`src/rtl/core/ccb_pkg.sv`:
```
// ----------------------------------------------------------------------------
// ccb_pkg
// Shared types and character constants for the C comment blanker.
// ----------------------------------------------------------------------------
package ccb_pkg;

    // Character codes
    localparam logic [7:0] CH_SLASH = 8'h2F;
    localparam logic [7:0] CH_STAR  = 8'h2A;
    localparam logic [7:0] CH_NL    = 8'h0A;
    localparam logic [7:0] CH_SPACE = 8'h20;
    localparam logic [7:0] CH_NUL   = 8'h00;

    // Most output beats one input beat can cause
    localparam int RES_DEPTH = 3;
    localparam int CNT_W     = 2;

    // Scanner mode
    typedef enum logic [2:0] {
        MODE_NORMAL = 3'd0,
        MODE_SLASH  = 3'd1,
        MODE_LINE   = 3'd2,
        MODE_BLOCK  = 3'd3,
        MODE_BSTAR  = 3'd4
    } mode_t;

endpackage

```
`src/rtl/core/c_comment_blanker_unit.sv`:
```
// ----------------------------------------------------------------------------
// c_comment_blanker_unit
// Streaming C comment blanker, one source byte per input beat.
// ----------------------------------------------------------------------------
// Source bytes enter on in_char/in_last and leave on out_char/out_last. Every
// byte of a // or /* */ comment becomes a space, except newlines, which pass
// through; the comment delimiters themselves are dropped. A '/' is held for
// one byte of lookahead, so it appears only once the next byte is known.
// String literals are not tracked. The beat marked in_last flushes any held
// byte and is followed by a zero byte with out_last set; the scanner then
// returns to normal text. Throughput is one input beat per cycle as long as
// each byte gives at most one output beat and out_ready stays high; a byte
// that gives two or three output beats (a '/' followed by a plain byte, a
// held '*' followed by anything but '/' or '*' in a block, or a final byte
// that leaves output ahead of the terminator) stalls the input, because the
// three-entry result buffer drains through the single output port one beat
// per cycle. From input beat to first output beat a byte passes the input
// register and then the result buffer. A byte that gives no output (a held
// '/' or comment delimiter) leaves the result buffer empty.
// ----------------------------------------------------------------------------
module c_comment_blanker_unit (
    input  logic       clk,
    input  logic       rst_n,
    input  logic       in_valid,
    output logic       in_ready,
    input  logic [7:0] in_char,
    input  logic       in_last,
    output logic       out_valid,
    input  logic       out_ready,
    output logic [7:0] out_char,
    output logic       out_last
);

    localparam int Depth = ccb_pkg::RES_DEPTH;
    localparam int CntW  = ccb_pkg::CNT_W;

    // Input register
    logic       in_valid_reg;
    logic [7:0] in_char_reg;
    logic       in_last_reg;

    // Scanner mode
    ccb_pkg::mode_t mode_reg;
    ccb_pkg::mode_t mode_next;

    // Result buffer: slot 0 is the head shown on the output port
    logic [7:0]      res_char_reg [Depth];
    logic            res_last_reg [Depth];
    logic [CntW-1:0] res_cnt_reg;

    // Results of the byte held in the input register
    logic [7:0]      r_char [Depth];
    logic            r_last [Depth];
    logic [CntW-1:0] r_n;

    logic out_pop;
    logic buf_free;
    logic proc;

    assign out_valid = (res_cnt_reg != '0);
    assign out_char  = res_char_reg[0];
    assign out_last  = res_last_reg[0];
    assign out_pop   = out_valid && out_ready;

    // Buffer is empty after this cycle's pop, so a new set may load
    assign buf_free = (res_cnt_reg == '0)
                   || ((res_cnt_reg == CntW'(1)) && out_ready);
    assign proc     = in_valid_reg && buf_free;
    assign in_ready = !in_valid_reg || proc;

    // Scan one byte: up to three results and the next mode
    always_comb
    begin
        logic [7:0] c;
        c         = in_char_reg;
        r_n       = '0;
        mode_next = mode_reg;
        for (int i = 0; i < Depth; i++)
        begin
            r_char[i] = ccb_pkg::CH_NUL;
            r_last[i] = 1'b0;
        end

        unique case (mode_reg)
            ccb_pkg::MODE_SLASH:
            begin
                if (c == ccb_pkg::CH_SLASH)
                begin
                    mode_next = ccb_pkg::MODE_LINE;
                end
                else if (c == ccb_pkg::CH_STAR)
                begin
                    mode_next = ccb_pkg::MODE_BLOCK;
                end
                else
                begin
                    // held slash goes out, new byte seen as normal text
                    r_char[r_n] = ccb_pkg::CH_SLASH;
                    r_n         = r_n + CntW'(1);
                    mode_next   = ccb_pkg::MODE_NORMAL;
                    r_char[r_n] = c;
                    r_n         = r_n + CntW'(1);
                end
            end
            ccb_pkg::MODE_LINE:
            begin
                if (c == ccb_pkg::CH_NL)
                begin
                    r_char[r_n] = ccb_pkg::CH_NL;
                    mode_next   = ccb_pkg::MODE_NORMAL;
                end
                else
                begin
                    r_char[r_n] = ccb_pkg::CH_SPACE;
                end
                r_n = r_n + CntW'(1);
            end
            ccb_pkg::MODE_BLOCK:
            begin
                if (c == ccb_pkg::CH_STAR)
                begin
                    mode_next = ccb_pkg::MODE_BSTAR;
                end
                else
                begin
                    r_char[r_n] = (c == ccb_pkg::CH_NL) ? ccb_pkg::CH_NL
                                                        : ccb_pkg::CH_SPACE;
                    r_n         = r_n + CntW'(1);
                end
            end
            ccb_pkg::MODE_BSTAR:
            begin
                if (c == ccb_pkg::CH_SLASH)
                begin
                    mode_next = ccb_pkg::MODE_NORMAL;
                end
                else
                begin
                    // held star becomes a space, new byte seen as block text
                    r_char[r_n] = ccb_pkg::CH_SPACE;
                    r_n         = r_n + CntW'(1);
                    if (c == ccb_pkg::CH_STAR)
                    begin
                        mode_next = ccb_pkg::MODE_BSTAR;
                    end
                    else
                    begin
                        mode_next   = ccb_pkg::MODE_BLOCK;
                        r_char[r_n] = (c == ccb_pkg::CH_NL) ? ccb_pkg::CH_NL
                                                            : ccb_pkg::CH_SPACE;
                        r_n         = r_n + CntW'(1);
                    end
                end
            end
            default:
            begin
                if (c == ccb_pkg::CH_SLASH)
                begin
                    mode_next = ccb_pkg::MODE_SLASH;
                end
                else
                begin
                    mode_next   = ccb_pkg::MODE_NORMAL;
                    r_char[r_n] = c;
                    r_n         = r_n + CntW'(1);
                end
            end
        endcase

        // End of stream: flush held byte, then the terminator
        if (in_last_reg)
        begin
            if (mode_next == ccb_pkg::MODE_SLASH)
            begin
                r_char[r_n] = ccb_pkg::CH_SLASH;
                r_n         = r_n + CntW'(1);
            end
            else if (mode_next == ccb_pkg::MODE_BSTAR)
            begin
                r_char[r_n] = ccb_pkg::CH_SPACE;
                r_n         = r_n + CntW'(1);
            end
            r_char[r_n] = ccb_pkg::CH_NUL;
            r_last[r_n] = 1'b1;
            r_n         = r_n + CntW'(1);
            mode_next   = ccb_pkg::MODE_NORMAL;
        end
    end

    // Control state
    always_ff @(posedge clk or negedge rst_n)
    begin
        if (!rst_n)
        begin
            in_valid_reg <= 1'b0;
            mode_reg     <= ccb_pkg::MODE_NORMAL;
            res_cnt_reg  <= '0;
        end
        else
        begin
            if (in_ready)
            begin
                in_valid_reg <= in_valid;
            end
            if (proc)
            begin
                mode_reg    <= mode_next;
                res_cnt_reg <= r_n;
            end
            else if (out_pop)
            begin
                res_cnt_reg <= res_cnt_reg - CntW'(1);
            end
        end
    end

    // Payload
    always_ff @(posedge clk)
    begin
        if (in_ready && in_valid)
        begin
            in_char_reg <= in_char;
            in_last_reg <= in_last;
        end
        if (proc)
        begin
            for (int i = 0; i < Depth; i++)
            begin
                res_char_reg[i] <= r_char[i];
                res_last_reg[i] <= r_last[i];
            end
        end
        else if (out_pop)
        begin
            for (int i = 0; i < Depth - 1; i++)
            begin
                res_char_reg[i] <= res_char_reg[i+1];
                res_last_reg[i] <= res_last_reg[i+1];
            end
        end
    end

`ifndef SYNTHESIS
    // Terminator beat always carries a zero byte
    a_last_is_nul: assert property (@(posedge clk) disable iff (!rst_n)
        (out_valid && out_last) |-> (out_char == ccb_pkg::CH_NUL))
        else $error("terminator beat carries nonzero byte");

    // Scanner is back in normal text when the terminator leaves
    a_last_mode: assert property (@(posedge clk) disable iff (!rst_n)
        (out_pop && out_last) |-> (mode_reg == ccb_pkg::MODE_NORMAL))
        else $error("mode not normal at terminator");

    // A stalled byte in the input register is kept
    a_in_hold: assert property (@(posedge clk) disable iff (!rst_n)
        (in_valid_reg && !proc) |=> (in_valid_reg && $stable(in_char_reg)
                                     && $stable(in_last_reg)))
        else $error("stalled input byte lost");

    // A new result set never overwrites unsent results
    a_no_overwrite: assert property (@(posedge clk) disable iff (!rst_n)
        (proc && (res_cnt_reg != '0)) |-> out_pop)
        else $error("result buffer overwritten");

    // Loading a byte that gives nothing leaves the buffer empty
    a_empty_load: assert property (@(posedge clk) disable iff (!rst_n)
        (proc && (r_n == '0)) |=> !out_valid)
        else $error("stale results after empty load");
`endif

endmodule
```
`config.mk`:
```
export PLATFORM = sky130hd
export DESIGN_NAME = c_comment_blanker_unit
export DESIGN_NICKNAME = d
export VERILOG_FILES = /design/src/rtl/core/ccb_pkg.sv /design/src/rtl/core/c_comment_blanker_unit.sv
export SDC_FILE = /design/constraint.sdc
export NUM_CORES = 1
export LEC_CHECK = 0
export BUFFER_PORTS_ARGS = -buffer_cell sky130_fd_sc_hd__buf_2
export CORE_MARGIN = 4
export CORE_UTILIZATION = 61
export DETAILED_ROUTE_END_ITERATION = 8
export HOLD_SLACK_MARGIN = 0.08
export PLACE_DENSITY_LB_ADDON = 0.05
export SETUP_SLACK_MARGIN = 0.1
export SLEW_MARGIN = 15
export SYNTH_ARGS = -nofsm -noshare
export SYNTH_HDL_FRONTEND = slang
export SYNTH_SLANG_ARGS = --single-unit
```
`constraint.sdc`:
```
create_clock -name clk -period 7.3 [get_ports clk]
set_clock_uncertainty 0.15 [all_clocks]
set_input_delay 0.73 -clock clk [delete_from_list [all_inputs] [get_ports clk]]
set_output_delay 0.73 -clock clk [all_outputs]
set_load 0.01 [all_outputs]
```
Word level (Yosys, flattened, before mapping):

Memory sizes are Yosys's and may differ from the RTL's.
Cells that the tools add are included.

* register bits: 15
* memory bits (writable): 27
* input port bits: 13
* output and inout bits: 11
* word-level logic and storage cells: 100
* memories: 2

* add/sub/neg operators: 3
* order comparisons: 4
* eq/ne operators: 10
* multiplexer cells: 50
* bitwise logic cells: 14
* reduce and logical (&&, ||, !) cells: 12

Memory list
* res_char_reg: words 3, width 8, read ports 3, clocked after memory_dff 0, wr ports 3, RTL line c_comment_blanker_unit.sv:47 `logic [7:0] res_char_reg [Depth];`
* res_last_reg: words 3, width 1, read ports 3, clocked after memory_dff 0, wr ports 3, RTL line c_comment_blanker_unit.sv:48 `logic res_last_reg [Depth];`

Operator list (number)
* $mux W24: 4
* $mux W14: 3
* $mux W8: 5
* $demux W8 S2: 2
* $pmux W8 S4: 1
* $and A24 B24 Y24: 1
* $mux W2: 12
* $not A24 Y24: 1
* $and A21 B21 Y21: 1
* $not A21 Y21: 1
* $mux W3: 6
* $eq A8 B6 Y1 const B: 2
* $pmux W8 S2: 1
* $or A15 B15 Y15: 1
* $mux W6: 2
* $pmux W3 S4: 1
* $mux W1: 11
* $and A9 B9 Y9: 1
* $not A9 Y9: 1
* $eq A8 B4 Y1 const B: 1
* $pmux W2 S4: 1
* $eq A3 B1 Y1 const B: 2
* $eq A3 B2 Y1 const B: 2
* $eq A3 B3 Y1 const B: 2
* 14 further kinds: 28

Depth between registers and ports, before layout:

* word-level depth: 17
* mapped depth: 13
* depth with buffers taken out: 11

Least setup slack after synthesis:

No wires, ideal clock.

* path kind: register to register
* start: reg in_char_reg[4]
* end: mem res_char_reg[0][0], data pin
* library setup time: 0.152 ns
* arrival time: 2.960 ns
* required time: 6.998 ns
* slack: 4.038 ns
* stages on the path, launching flop included: 12
* buffers on the path: 0
* clock period less this slack: 3.262 ns
* cells stage by stage: edfxtp_1 -> or4b_4 -> nor3_1 -> a21oi_1 -> a21o_1 -> ha_1 -> a21oi_1 -> ha_1 -> or2_2 -> a2111oi_2 -> a211oi_1 -> o21ai_0

RTL lines
* start, declared: RTL line c_comment_blanker_unit.sv:39 `logic [7:0] in_char_reg;`
* start signal, assigned: RTL line c_comment_blanker_unit.sv:222 `in_char_reg <= in_char;`
* end, declared: RTL line c_comment_blanker_unit.sv:47

==> run metrics <==
status=finished, final reports clean; Comb pwr share=44.8%; P per Cell Area=between 400 and 500 nW/um^2; CTS Root Buffer Type=clkbuf_8; Via Count=1905; Final Slew Violations=0; clock tree sinks=36; DRT Pass-1 Iters=5; clock tree from TritonCTS=done; Iter 0 DRT Violations=265; Initial Utilization=65.2%; Max-Cap Viols=0; Final min period=3.79 ns; Max Root-Sink Buffers=2; Critical Path End Type=flip-flop; part of the power in registers=39.0%; CTS resizes=0; clock share of power=16.2%; post-synth top area share=39.8%; Synth cell types=56; num ports=24; Hold Buf Count CTS=0; Mean Syn Cell Area=9.88 sq um; critical path's top delay family=compound AO/OA/AOI/OAI gates; Synth Net Count=250; finished layout cell area=2440 sq um; routed len/inst=17.4 um; switch share=40.8%; RSZ-0062 raised after global routing=no; CP max-delay cell=dfrtp_1; Pint=0.000619 W; worst endpoint required time=7.26 ns; Clk pin slew, worst setup/hold paths=0.07 ns; yosys warns=0; final setup fails=0; Synth area leaders=edfxtp_1 (40%), dfrtp_1 (6.6%), nand2_1 (5.0%), ha_1 (4.4%), o21ai_0 (3.8%); Worst setup SP type=flip-flop; Detail Route Antenna Nets=0; area leader, netlist=edfxtp_1; asr flop ratio synth=16.7%; placed cell count=around 280; row count=21; total core area=3470 sq um; PortBufs=23; via density per instance=6.64; remaining global-route overflow=0; peak supply drop=305 uV; CP peak stage delay=0.74 ns; worst r2r src=mode_reg[2]; NetSw=0.000427 W; leakage power=about 0.95 nW; number of global-route vias before repair=1720; post-placement cell area=approximately 2300 sq um; max FFs per register=18; fin cells=287; DRC=0; Setup Fix Bufs, Post-CTS=0; total power=around 0.0010 W; Clk Latency, worst-skew pair=0.29 ns; EDFF count, synth=30; Max Fclk=0.264 GHz; die area=between 4000 and 5000 sq um; die span in y=68.9 um; Worst setup startpoint=mode_reg[2]; fin nets=261; WP data arrival=3.76 ns; H-tree levels=2; worst reg2reg setup slack=3.51 ns; post-synthesis sequential area ratio=46.5%; buffers and inverters on the worst path=0; TritonCTS Buffers=5; Period Utilization, post-route=52.0%; largest net degree at the start of global routing=23; first-pass GRT wire length=8210 um; worst relative slew slack=48.8%; Least-Margin Pin Slew=0.768 ns; drt total wl=5010 um; class of the worst hold path=in -> async; most frequent cells in the layout=nand2_1 (30), edfxtp_1 (30), buf_2 (23); Yosys reg bits=36; Syn Inst Count=between 200 and 250; CP cell instances=nor3b_1, o21ai_0, a211oi_1, a21oi_1, ha_1, or2_2, a2111oi_2, a211oi_1, o21ai_0; final core utilization=a little over two thirds; Placer Congestion=0.890; Total GRT Usage=a little under a quarter; Area Growth Syn to Fin=7.80%; initial antenna violation count=0; Die W=68.9 um; Syn Std Cell Area=2260 sq um; Fin. Hold Viols=0; layout cell share with drive strength beyond 1=16.6%; total negative slack=0 ns; HPWL after detailed placement=3700 um; CP Class=reg -> reg; Diodes inserted=0; CP max FO=22; Main synth FF type=edfxtp_1
-- synthesized netlist by cell type, types with 3 or more instances --
cell type  count
a2111oi_0      3
a211oi_1       5
a21o_1         4
a21oi_1       15
a221o_1        4
a31oi_1        4
and2_1         3
and3_1         3
buf_4          8
clkbuf_1       8
dfrtp_1        6
edfxtp_1      30
ha_1           8
inv_1          9
nand2_1       30
nand2b_1       5
nand3_1        3
nand3b_1       3
nor2_1        10
nor3_1         5
o21ai_0       17
-- area by class of cell --
type                            instances  area [sq um]
Multi-Input combinational cell        165          1070
Sequential cell                        36          1050
Fill cell                             272          1030
Timing Repair Buffer                   23           115
Clock buffer                            6          72.6
Tap cell                               46          57.6
Clock inverter                          2          35.0
Inverter                                9          33.8
-- worst paths after layout --
path | cells after the start | endpoint
setup / recovery | 9 | res_char_reg[0][2]
hold / removal | 1 | mode_reg[0]
setup reg to reg | 9 | res_char_reg[0][2]
hold reg to reg | 2 | res_char_reg[0][4]
max in group asynchronous | 1 | res_cnt_reg[0]
min in group clk | 2 | res_char_reg[0][4]
-- cell families after synthesis --
logic type | count (synthesis) | share of synthesized area (%)
and+or+nand+nor | 83 | 20.2
AOI/OAI and AO/OA | 72 | 22.0
DFF | 36 | 46.5
buffers and inverters | 28 | 6.08
adders and majority gates | 9 | 4.87
xor gates and xnor gates | 1 | 0.387
-- routing by layer --
metal  routed length (um)  global-route usage, %
met1                 2130                   31.3
met2                 2370                   38.9
met3                  412                   5.19
met4                  102                   7.30
met5                    0                      0
-- metrics by stage --
step | hold slack [ns] | worst slack, ns
2_1_floorplan | 0.284 | 4.04
3_3_place_gp | 0.357 | 3.84
3_5_place_dp | 0.378 | 3.62
4_1_cts | 0.104 | 3.59
5_1_grt | 0.0992 | 3.26
6_report | 0.104 | 3.51
-- power groups by stage --
stage | sequential, W | combinational, W | clock, W
2_1_floorplan | 0.000374 | 0.000391 | 0
3_3_place_gp | 0.000408 | 0.000442 | 0
3_5_place_dp | 0.000412 | 0.000457 | 0
4_1_cts | 0.000406 | 0.000462 | 0.000170
5_1_grt | 0.000420 | 0.000524 | 0.000181
6_report | 0.000408 | 0.000469 | 0.000169
No activity file was read; power rests on OpenSTA's default activity.
